===== config.mk =====
export PLATFORM = sky130hd
export DESIGN_NAME = probe_spacing_loss_stats_top
export DESIGN_NICKNAME = d
export VERILOG_FILES = /design/src/sv/psls_pkg.sv /design/src/sv/probe_spacing_loss_stats_top.sv /design/src/sv/psls_ctrl.sv /design/src/sv/psls_dp.sv
export SDC_FILE = /design/constraint.sdc
export NUM_CORES = 2
export LEC_CHECK = 0
export ABC_CLOCK_PERIOD_IN_PS = 21700
export BUFFER_PORTS_ARGS = -buffer_cell sky130_fd_sc_hd__buf_4
export CORE_ASPECT_RATIO = 2
export CORE_UTILIZATION = 65
export DETAILED_ROUTE_END_ITERATION = 6
export PLACE_DENSITY = 0.83
export SLEW_MARGIN = 20
export SYNTH_ARGS = -nofsm -noshare
export SYNTH_HDL_FRONTEND = slang
export SYNTH_SLANG_ARGS = --single-unit

===== constraint.sdc =====
create_clock -name clk -period 21.7 [get_ports clk]
set_input_delay 3.255 -clock clk [delete_from_list [all_inputs] [get_ports clk]]
set_output_delay 3.255 -clock clk [all_outputs]
set_load 0.01 [all_outputs]

===== src/sv/psls_pkg.sv =====
`timescale 1ns / 1ps

package psls_pkg;

  localparam int SEC_W    = 32;
  localparam int MICROS_W = 20;
  localparam int SEQ_W    = 32;
  localparam int LIMIT_W  = 32;
  localparam int LOST_W   = 32;
  localparam int MEAN_W   = 40;
  localparam int SPAN_W   = 55;  // signed (33-bit secs diff * 1e6) + micros diff

  localparam logic signed [MICROS_W:0] MICROS_PER_SEC = 21'sd1000000;
  localparam logic [LIMIT_W-1:0]       LIMIT_RESET    = 32'd10000;

  typedef enum logic [2:0] {
    ST_IDLE,
    ST_UPDATE,
    ST_LOAD,
    ST_DIV
  } state_t;

  typedef struct packed {
    logic capture;   // latch a record beat, form spacing and gap terms
    logic update;    // fold the latched record into the stream state
    logic load;      // start the mean division, clear the stream state
    logic div_step;  // one quotient bit
    logic publish;   // move the finished result into the output register
  } cmd_t;

  typedef struct packed {
    logic last;      // latched record closes the stream
    logic div_done;
    logic out_busy;
  } status_t;

endpackage


===== src/sv/probe_spacing_loss_stats_top.sv =====
`timescale 1ns / 1ps
// Probe spacing and loss statistics.
// Input stream: one beat per probe record. in_tdata carries capture seconds,
// microseconds and sequence number; in_tlast closes the stream (run).
// A pair of records that skips forward adds its sequence gap to the lost
// count. A pair that broke sequence or has spacing under the limit adds its
// spacing to a sum. A sequence that does not advance marks the run bad and
// the rest of the run is ignored, bar its closing beat.
// Config: cfg_data written on cfg_valid (cfg_ready is always high) sets the
// spacing limit in microseconds; write only while the block is idle.
// Each record is taken in an accept step that also forms the spacing with a
// multiply-add, then folded in by an update step that takes no record.
// The closing record adds a restoring divide for the mean, one quotient bit a
// cycle: 32 + clog2(MAX_PROBES+1) + MEAN_FRACTION_BITS steps (51 by default),
// then the result moves to the output register once it is free; no records
// are taken meanwhile.
// Output: one beat per stream, held in a register. If the receiver stalls,
// the next stream's records are still taken; only a second result waits.
// Reset (rst_n low, synchronous) clears the stream state, drops out_tvalid
// and returns the limit to 10000 us.
module probe_spacing_loss_stats_top #(
  parameter int MAX_PROBES         = 1024,
  parameter int MEAN_FRACTION_BITS = 8
) (
  input  logic        clk,
  input  logic        rst_n,
  // in_tdata: [31:0] stamp_seconds, [51:32] stamp_micros, [83:52] probe_sequence
  input  logic [87:0] in_tdata,
  input  logic        in_tvalid,
  output logic        in_tready,
  input  logic        in_tlast,   // last_probe
  // out_tdata: mean_spacing_x256, used_count, lost_count, zero fill
  output logic [((psls_pkg::MEAN_W + $clog2(MAX_PROBES + 1) + psls_pkg::LOST_W + 7) / 8) * 8 - 1:0]
                      out_tdata,
  output logic        out_tvalid,
  input  logic        out_tready,
  output logic        out_tuser,  // stream_ok
  input  logic [31:0] cfg_data,
  input  logic        cfg_valid,
  output logic        cfg_ready
);
  import psls_pkg::*;

  localparam int CNT_W   = $clog2(MAX_PROBES + 1);
  localparam int OUT_W   = ((MEAN_W + CNT_W + LOST_W + 7) / 8) * 8;

  cmd_t    cmd;
  status_t status;

  logic [MEAN_W-1:0] mean;
  logic [CNT_W-1:0]  used;
  logic [LOST_W-1:0] lost;

  assign cfg_ready = 1'b1;

  psls_ctrl u_ctrl (
    .clk      (clk),
    .rst_n    (rst_n),
    .in_valid (in_tvalid),
    .in_ready (in_tready),
    .status   (status),
    .cmd      (cmd)
  );

  psls_dp #(
    .MAX_PROBES         (MAX_PROBES),
    .MEAN_FRACTION_BITS (MEAN_FRACTION_BITS)
  ) u_dp (
    .clk               (clk),
    .rst_n             (rst_n),
    .cmd               (cmd),
    .status            (status),
    .cfg_we            (cfg_valid),
    .cfg_data          (cfg_data),
    .stamp_seconds     (in_tdata[31:0]),
    .stamp_micros      (in_tdata[51:32]),
    .probe_sequence    (in_tdata[83:52]),
    .last_probe        (in_tlast),
    .out_ready         (out_tready),
    .out_valid         (out_tvalid),
    .mean_spacing_x256 (mean),
    .used_count        (used),
    .lost_count        (lost),
    .stream_ok         (out_tuser)
  );

  assign out_tdata = OUT_W'({lost, used, mean});

endmodule


===== src/sv/psls_ctrl.sv =====
`timescale 1ns / 1ps

module psls_ctrl (
  input  logic              clk,
  input  logic              rst_n,
  input  logic              in_valid,
  output logic              in_ready,
  input  psls_pkg::status_t status,
  output psls_pkg::cmd_t    cmd
);
  import psls_pkg::*;

  state_t state_r;
  state_t state_nxt;

  always_ff @(posedge clk) begin
    if (!rst_n) begin
      state_r <= ST_IDLE;
    end else begin
      state_r <= state_nxt;
    end
  end

  always_comb begin
    state_nxt = state_r;
    cmd       = '0;
    in_ready  = 1'b0;
    case (state_r)
      ST_IDLE: begin
        in_ready = 1'b1;
        if (in_valid) begin
          cmd.capture = 1'b1;
          state_nxt   = ST_UPDATE;
        end
      end
      ST_UPDATE: begin
        cmd.update = 1'b1;
        state_nxt  = status.last ? ST_LOAD : ST_IDLE;
      end
      ST_LOAD: begin
        cmd.load  = 1'b1;
        state_nxt = ST_DIV;
      end
      ST_DIV: begin
        if (!status.div_done) begin
          cmd.div_step = 1'b1;
        end else if (!status.out_busy) begin
          cmd.publish = 1'b1;
          state_nxt   = ST_IDLE;
        end
      end
      default: begin
        state_nxt = ST_IDLE;
      end
    endcase
  end

endmodule


===== src/sv/psls_dp.sv =====
`timescale 1ns / 1ps

module psls_dp #(
  parameter int MAX_PROBES         = 1024,
  parameter int MEAN_FRACTION_BITS = 8,
  localparam int CNT_W             = $clog2(MAX_PROBES + 1)
) (
  input  logic                            clk,
  input  logic                            rst_n,
  input  psls_pkg::cmd_t                  cmd,
  output psls_pkg::status_t               status,
  input  logic                            cfg_we,
  input  logic [psls_pkg::LIMIT_W-1:0]    cfg_data,
  input  logic [psls_pkg::SEC_W-1:0]      stamp_seconds,
  input  logic [psls_pkg::MICROS_W-1:0]   stamp_micros,
  input  logic [psls_pkg::SEQ_W-1:0]      probe_sequence,
  input  logic                            last_probe,
  input  logic                            out_ready,
  output logic                            out_valid,
  output logic [psls_pkg::MEAN_W-1:0]     mean_spacing_x256,
  output logic [CNT_W-1:0]                used_count,
  output logic [psls_pkg::LOST_W-1:0]     lost_count,
  output logic                            stream_ok
);
  import psls_pkg::*;

  localparam int SUM_W  = SEC_W + CNT_W;
  localparam int DIV_W  = SUM_W + MEAN_FRACTION_BITS;
  localparam int STEP_W = $clog2(DIV_W + 1);
  localparam int QX_W   = (DIV_W > MEAN_W) ? DIV_W : MEAN_W;

  // configuration
  logic [LIMIT_W-1:0] limit_r;

  // stream state
  logic [SEC_W-1:0]    prev_sec_r;
  logic [MICROS_W-1:0] prev_usec_r;
  logic [SEQ_W-1:0]    prev_seq_r;
  logic                have_prev_r;
  logic                reorder_r;
  logic [SUM_W-1:0]    sum_r;
  logic [CNT_W-1:0]    count_r;
  logic [LOST_W-1:0]   gap_total_r;

  // latched record and its precomputed terms
  logic [SEC_W-1:0]        cur_sec_r;
  logic [MICROS_W-1:0]     cur_usec_r;
  logic [SEQ_W-1:0]        cur_seq_r;
  logic                    last_r;
  logic signed [SPAN_W-1:0] span_r;
  logic                    broken_r;
  logic                    fwd_r;
  logic [SEQ_W-1:0]        gap_r;

  // divider and result hold
  logic [DIV_W-1:0]  quo_r;
  logic [CNT_W-1:0]  rem_r;
  logic [CNT_W-1:0]  dvs_r;
  logic [STEP_W-1:0] step_r;
  logic              elig_r;
  logic [CNT_W-1:0]  res_used_r;
  logic [LOST_W-1:0] res_lost_r;
  logic              res_ok_r;

  logic              out_valid_r;
  logic [MEAN_W-1:0] out_mean_r;
  logic [CNT_W-1:0]  out_used_r;
  logic [LOST_W-1:0] out_lost_r;
  logic              out_ok_r;

  // capture-side arithmetic
  logic signed [SEC_W:0]    sec_diff;
  logic signed [MICROS_W:0] usec_diff;
  logic signed [SPAN_W-1:0] span_nxt;
  logic [SEQ_W-1:0]         seq_succ;

  assign sec_diff  = $signed({1'b0, stamp_seconds}) - $signed({1'b0, prev_sec_r});
  assign usec_diff = $signed({1'b0, stamp_micros}) - $signed({1'b0, prev_usec_r});
  assign span_nxt  = SPAN_W'(sec_diff) * SPAN_W'(MICROS_PER_SEC) + SPAN_W'(usec_diff);
  assign seq_succ  = prev_seq_r + SEQ_W'(1);

  // update-side arithmetic
  logic [31:0]       spacing;
  logic              take;
  logic [LOST_W:0]   gap_sum;

  always_comb begin
    if (span_r < 0) begin
      spacing = '0;
    end else if (span_r[SPAN_W-1:32] != '0) begin
      spacing = '1;
    end else begin
      spacing = span_r[31:0];
    end
  end

  assign take    = (broken_r || (spacing < limit_r)) && (count_r < CNT_W'(MAX_PROBES));
  assign gap_sum = {1'b0, gap_total_r} + {1'b0, gap_r};

  // divider step
  logic [CNT_W:0]   trial;
  logic             trial_ge;
  logic [CNT_W:0]   trial_sub;
  logic [QX_W-1:0]  quo_ext;
  logic [MEAN_W-1:0] mean_sat;

  assign trial     = {rem_r, quo_r[DIV_W-1]};
  assign trial_ge  = trial >= {1'b0, dvs_r};
  assign trial_sub = trial - {1'b0, dvs_r};
  assign quo_ext   = QX_W'(quo_r);
  assign mean_sat  = ((quo_ext >> MEAN_W) != '0) ? '1 : quo_ext[MEAN_W-1:0];

  always_ff @(posedge clk) begin
    if (!rst_n) begin
      limit_r     <= LIMIT_RESET;
      prev_sec_r  <= '0;
      prev_usec_r <= '0;
      prev_seq_r  <= '0;
      have_prev_r <= 1'b0;
      reorder_r   <= 1'b0;
      sum_r       <= '0;
      count_r     <= '0;
      gap_total_r <= '0;
      step_r      <= '0;
      out_valid_r <= 1'b0;
    end else begin
      if (cfg_we) begin
        limit_r <= cfg_data;
      end

      if (cmd.update && !reorder_r) begin
        if (have_prev_r) begin
          if (broken_r) begin
            if (fwd_r) begin
              gap_total_r <= gap_sum[LOST_W] ? '1 : gap_sum[LOST_W-1:0];
            end else begin
              reorder_r <= 1'b1;
            end
          end
          if (take) begin
            sum_r   <= sum_r + SUM_W'(spacing);
            count_r <= count_r + CNT_W'(1);
          end
        end
        prev_sec_r  <= cur_sec_r;
        prev_usec_r <= cur_usec_r;
        prev_seq_r  <= cur_seq_r;
        have_prev_r <= 1'b1;
      end

      if (cmd.load) begin
        prev_sec_r  <= '0;
        prev_usec_r <= '0;
        prev_seq_r  <= '0;
        have_prev_r <= 1'b0;
        reorder_r   <= 1'b0;
        sum_r       <= '0;
        count_r     <= '0;
        gap_total_r <= '0;
        step_r      <= '0;
      end else if (cmd.div_step) begin
        step_r <= step_r + STEP_W'(1);
      end

      if (cmd.publish) begin
        out_valid_r <= 1'b1;
      end else if (out_ready) begin
        out_valid_r <= 1'b0;
      end
    end
  end

  // payload registers
  always_ff @(posedge clk) begin
    if (cmd.capture) begin
      cur_sec_r  <= stamp_seconds;
      cur_usec_r <= stamp_micros;
      cur_seq_r  <= probe_sequence;
      last_r     <= last_probe;
      span_r     <= span_nxt;
      broken_r   <= probe_sequence != seq_succ;
      fwd_r      <= probe_sequence > prev_seq_r;
      gap_r      <= probe_sequence - prev_seq_r;
    end

    if (cmd.load) begin
      quo_r      <= DIV_W'(sum_r) << MEAN_FRACTION_BITS;
      rem_r      <= '0;
      dvs_r      <= count_r;
      elig_r     <= !reorder_r && (count_r > CNT_W'(1));
      res_used_r <= count_r;
      res_lost_r <= gap_total_r;
      res_ok_r   <= !reorder_r;
    end else if (cmd.div_step) begin
      rem_r <= trial_ge ? trial_sub[CNT_W-1:0] : trial[CNT_W-1:0];
      quo_r <= {quo_r[DIV_W-2:0], trial_ge};
    end

    if (cmd.publish) begin
      out_mean_r <= elig_r ? mean_sat : '0;
      out_used_r <= res_used_r;
      out_lost_r <= res_lost_r;
      out_ok_r   <= res_ok_r;
    end
  end

  assign status.last     = last_r;
  assign status.div_done = step_r == STEP_W'(DIV_W);
  assign status.out_busy = out_valid_r;

  assign out_valid         = out_valid_r;
  assign mean_spacing_x256 = out_mean_r;
  assign used_count        = out_used_r;
  assign lost_count        = out_lost_r;
  assign stream_ok         = out_ok_r;

endmodule


[Yosys cells after proc, flatten, opt, wreduce, memory -nomap -nowiden]
Cells that the tools add are included.
Storage, ports and cells
  memories kept: 0
  bits in latches: 0
  bits in writable memories: 0
  flip-flop bits (word level): 579
  output and inout port bits: 92
  ROM bits: 0
  word-level logic and storage cells: 96
  bits of input ports: 126
Cells by class
  order comparisons: 6
  reduce and logical (&&, ||, !) cells: 15
  muxes and demuxes: 23
  equality and inequality tests: 8
  bitwise operators: 2
  add/sub/neg operators: 10
  shift-type cells: 0
  multiply operators: 1
  divide/modulo/power cells: 0
Operators with widths (number)
  51-bit 2-to-1 mux: 2
  32-bit 2-to-1 mux: 3
  54-bit by 21-bit adder with 55-bit output: 1
  55-bit by 1-bit < comparator with 1-bit output (second input constant): 1
  51-bit nonzero test: 1
  33-bit by 15-bit multiplier with 48-bit output (second input constant): 1
  43-bit by 32-bit adder with 43-bit output: 1
  40-bit 2-to-1 mux: 1
  32-bit by 32-bit adder with 33-bit output: 1
  32-bit by 32-bit subtractor with 33-bit output: 1
  32-bit by 1-bit adder with 32-bit output (second input constant): 1
  32-bit greater-than comparator: 1
  32-bit < comparator: 1
  32-bit inequality test: 1
  32-bit subtractor: 1
  23-bit nonzero test: 1
  20-bit by 20-bit subtractor with 21-bit output: 1
  12-bit by 11-bit >= comparator with 1-bit output: 1
  3-bit one-hot mux with 4 select lines: 1
  11-bit by 1-bit adder with 11-bit output (second input constant): 1
  11-bit by 1-bit greater-than comparator with 1-bit output (second input constant): 1
  11-bit < comparator (second input constant): 1
  11-bit 2-to-1 mux: 1
  11-bit subtractor: 1
  18 further kinds: 38

[Longest topological paths before layout]
  depth after elaboration: 7
  gate-level depth with buffers: 43
  gate-level depth less buffers: 42

[By module]
A second synthesis with hierarchy kept.
Second synthesis, totals
  cells, all modules: 4025
  area, all modules: 39790.7 um^2
By module, submodules not included
  psls_dp: instances 1, seq. area each 14994.4 um^2, cells an instance 4002, area each 39608.0 um^2
  psls_ctrl: instances 1, seq. area each 40.0 um^2, cells an instance 15, area each 130.1 um^2
  probe_spacing_loss_stats_top: instances 1, seq. area each 0.0 um^2, cells an instance 8, area each 52.6 um^2

[Least setup slack after synthesis]
Ideal clock, no wire load.
  path kind: input-to-reg
  start: in in_tdata[8]
  end: reg u_dp.span_r[52] (data pin)
  arrival: 11.791 ns
  cell stages on the path: 40
  required time: 21.438 ns
  setup slack: 9.647 ns
  setup time: 0.262 ns
  path buffers: 2
  cell sequence: ha_1 > clkbuf_1 > a21oi_1 > nand2_1 > a2111o_1 > a41oi_1 > o31a_1 > nand2b_1 > nand2b_1 > a21oi_1 > xnor2_1 > ha_1 > fa_1 > inv_1 > fa_1 > inv_1 > fa_1 > ha_1 > (+4 left out) > a221oi_1 > o211ai_1 > o211a_1 > a221o_1 > a21oi_1 > xnor2_1 > ha_1 > clkbuf_1 > a21o_1 > a21o_1 > a21o_1 > a21o_1 > a21oi_1 > nor2b_1 > a211oi_1 > a211oi_1 > o21bai_1 > xor2_1
On the way
  word-level cells in the longest chain between the ends: 3
RTL lines
  start: declaration: RTL line probe_spacing_loss_stats_top.sv:28  | input logic [87:0] in_tdata,
  32-bit by 32-bit subtractor with 33-bit output: RTL line psls_dp.sv:77  | assign sec_diff = $signed({1'b0, stamp_seconds}) - $signed({1'b0, prev_sec_r});
  33-bit by 15-bit multiplier with 48-bit output: RTL line psls_dp.sv:79  | assign span_nxt = SPAN_W'(sec_diff) * SPAN_W'(MICROS_PER_SEC) + SPAN_W'(usec_diff);
  54-bit by 21-bit adder with 55-bit output: RTL line psls_dp.sv:79
  named net u_dp.span_nxt[52]: RTL line psls_dp.sv:74  | logic signed [SPAN_W-1:0] span_nxt;
  end signal: assignment: RTL line psls_dp.sv:180  | span_r <= span_nxt;
  end: declaration: RTL line psls_dp.sv:50  | logic signed [SPAN_W-1:0] span_r;
The timed path passes the listed nets, and every way through them passes these cells.
A chain may end at the register's enable or synchronous reset.

[Worst setup path in the final report]
  start: in in_tdata[0]
  end: reg u_dp.span_r[52] (data pin)
The elaborated chain is that of the path after synthesis.

==> results.toml <==
[outcome]
outcome = "finished clean"

[synthesis]
synth_top_cells_by_count = "ha_1 (451), inv_1 (437), nand2_1 (387)"
synth-seq-cells = 578
synth_warnings = 0
yosysTopAreaCellShare_pct = 25.94
synth_edf_count = 346
synth_top_family_by_area = "adder cells"
synth_fa_ha_area_share_pct = 21.93
synthMuxAreaShare_pct = 0.9527
synth_compound_area_share_pct = 15.89
synthXorXnorAreaFrac_pct = 6.250
synth.avg_cell_area_um2 = 9.770
yosys.area.top_type = "edfxtp_1"
yosys.area_share.simple_pct = 11.98
yosysMostFrequentCell = "ha_1"
ys.flop_type = "edfxtp_1"
synth_area_um2 = 40060
synth_cell_types = 90
syn_inst = 4100
async_flop_share_pct = 0
ys_seq_area_share_pct = 37.53
synthTopCellsByArea = "edfxtp_1 (26%), ha_1 (14%), dfxtp_1 (12%)"

[drt]
drc = 0
wl_per_cell_um = 19.26
drt_wl_total_um = 97990
drt_iter0_drc = 1852
ant_nets = 0
num_vias = 30815
drtPass1Iterations = 7
drt-vias-per-instance = 6.055

[placement]
gp_congestion = 0.9912
hpwl_um = 75180
portBuffers = 207

[floorplanning]
fp.dieW_um = 177.5
core-area_um2 = 60860
dieArea_um2 = 62680
rows = 128
initial_core_util_pct = 65.82
io-pin-count = 218
die_y_um = 353.1

[finish]
nets = 4992
area_delta_synth_final_pct = 10.10
final_layout_size_suffix_gt1_share_pct = 8.349
fillers = 4434

[sta]
setup_viol = 0
fin_worst_skew_ns = 0.02148
final.setup.tns_ns = 0
min_period_ns = 12.94
maxSlewHeadroom_pct = 28.18
max_clock_freq_mhz = 77.29
rsz0062_at_grt = "no"
final-hold-violation-count = 0
drv_slew = 0
period_share_pct = 59.62
tightest_slew_ns = 1.077

[cts]
cts.sinks = 578
clockBufferDepth = 3
cts_max_level = 2
cts-root-buf = "clkbuf_16"
cts_tree = "yes"
post_cts_buffers = 0
cts_buffers = 51
clkTransAtPathRegs_ns = 0.07
clk_latency_ns = 0.60
cts_resized = 0
holdBufCountCts = 0

[setup_path]
endpoint_kind = "flop"
crit_path_max_fanout = 7
critPathLaunchType = "primary input"
required_ns = 22.03
path_class = "primary input to flop"
crit_path_top_delay_cell = "xnor2_1"
max_stage_delay_ns = 0.58
arrival_ns = 13.27

[global_routing]
grt_max_degree = 96
grt-ovfl-total = 0
grtUsageTotal_pct = 31.35
grt_pass1_wl_um = 154800
grt_pass1_vias = 31271
antenna_found_initial = 12

[worst_hold_path]
min_path_type = "flop to flop"

[flow_run]
maxCapViolations = 0
[logic make-up (layout without fill, tap and decap cells)]
family          after synthesis  count (layout)
fa+ha+maj                   608             608
buf+inv                     566             761
other cells                   2              16
xor+xnor                    285             285
mux                          38              38
simple gates               1033            1033
compound gates              990             990
flops                       578             578
[area by class of cell]
type / instances / area, µm² / share of cell area, %
Inverter: 438 / 1645 / 3.731
Timing Repair Buffer: 228 / 1737 / 3.938
Antenna cell: 9 / 22.52 / 0.05107
Clock buffer: 63 / 1363 / 3.089
Clock inverter: 32 / 415.4 / 0.9419
Multi-Input combinational cell: 2961 / 22910 / 51.95
Tap cell: 780 / 975.9 / 2.213
Sequential cell: 578 / 15030 / 34.09
[per-layer routing]
layer	GRT usage (%)	vias to the layer above	share of wire [%]
met2	59.79	925	54
met4	20.92	6	7.4
li1	-	14724	-
met5	0	-	0.043
met1	30.76	14796	34
met3	3.908	364	4.3
[per-stage QoR]
step,util [%],setup slack [ns],cell area [µm²],hold slack (ns),cells
5_1_grt,72.44,8.154,44090,0.4252,5082
2_1_floorplan,-,9.647,40080,0.4003,4105
3_3_place_gp,69.44,8.389,42260,0.4021,4983
4_1_cts,72.36,8.843,44040,0.4204,5078
3_5_place_dp,69.44,8.263,42260,0.4045,4983
6_report,72.47,8.762,44100,0.4193,5089
[final timing paths]
check / start / endpoint / slack, ns / cells after the start
max: in_tdata[0] / u_dp.span_r[52] / 8.76 / 38
min: u_dp.res_lost_r[6] / u_dp.lost_count[6] / 0.42 / 0
max reg2reg: u_dp.prev_sec_r[0] / u_dp.span_r[52] / 11.22 / 36
min reg2reg: u_dp.res_lost_r[6] / u_dp.lost_count[6] / 0.42 / 0
[sequential cells by signal, summed over array words and instances, names as in the netlist, 6 cells and up]
signal / count
u_dp.quo_ext: 51
u_dp.prev_seq_r: 32
u_dp.cur_seq_r: 32
u_dp.used_count: 11
u_dp.gap_total_r: 32
u_dp.span_r: 55
u_dp.mean_spacing_x256: 40
u_dp.limit_r: 32
u_dp.lost_count: 32
u_dp.cur_usec_r: 20
u_dp.res_lost_r: 32
u_dp.gap_r: 32
u_dp.step_r: 6
u_dp.prev_sec_r: 32
u_dp.dvs_r: 11
u_dp.sum_r: 43
u_dp.prev_usec_r: 20
u_dp.count_r: 11
u_dp.cur_sec_r: 32
u_dp.rem_r: 11
[critical path: cells and delay by family]
kind	cells	cell delay, ns
adder cells (fa/ha/maj)	10	4.19
buffers and inverters	4	0.33
XOR/XNOR	3	0.87
AO/OA/AOI/OAI	15	3.46
AND/OR/NAND/NOR	6	1.14
[layout by cell type (no fill, tap or decap), types with 11 or more instances in the layout]
master	Yosys	layout
ha_1	451	451
inv_1	437	437
nand2_1	387	385
a21oi_1	348	348
edfxtp_1	346	346
nor2_1	245	243
dfxtp_1	232	232
buf_4	6	226
xnor2_1	178	178
o21ai_0	165	165
fa_1	157	157
a21o_1	111	111
xor2_1	106	106
o21a_1	88	88
nand3_1	78	77
nor2b_1	70	70
nor3_1	52	52
clkbuf_16	0	52
nand4_1	46	46
a22o_1	43	43
mux2i_1	37	37
o211ai_1	32	32
nand2b_1	30	30
nor4_1	25	25
and3_1	25	24
o21bai_1	24	24
a31oi_1	23	22
a211oi_1	20	20
or3_1	19	19
o31ai_1	14	14
and2_1	14	13
a31o_2	11	11
Power is not shown: default switching activity piles up to over one toggle a cycle in this logic, so the estimate is an artifact.
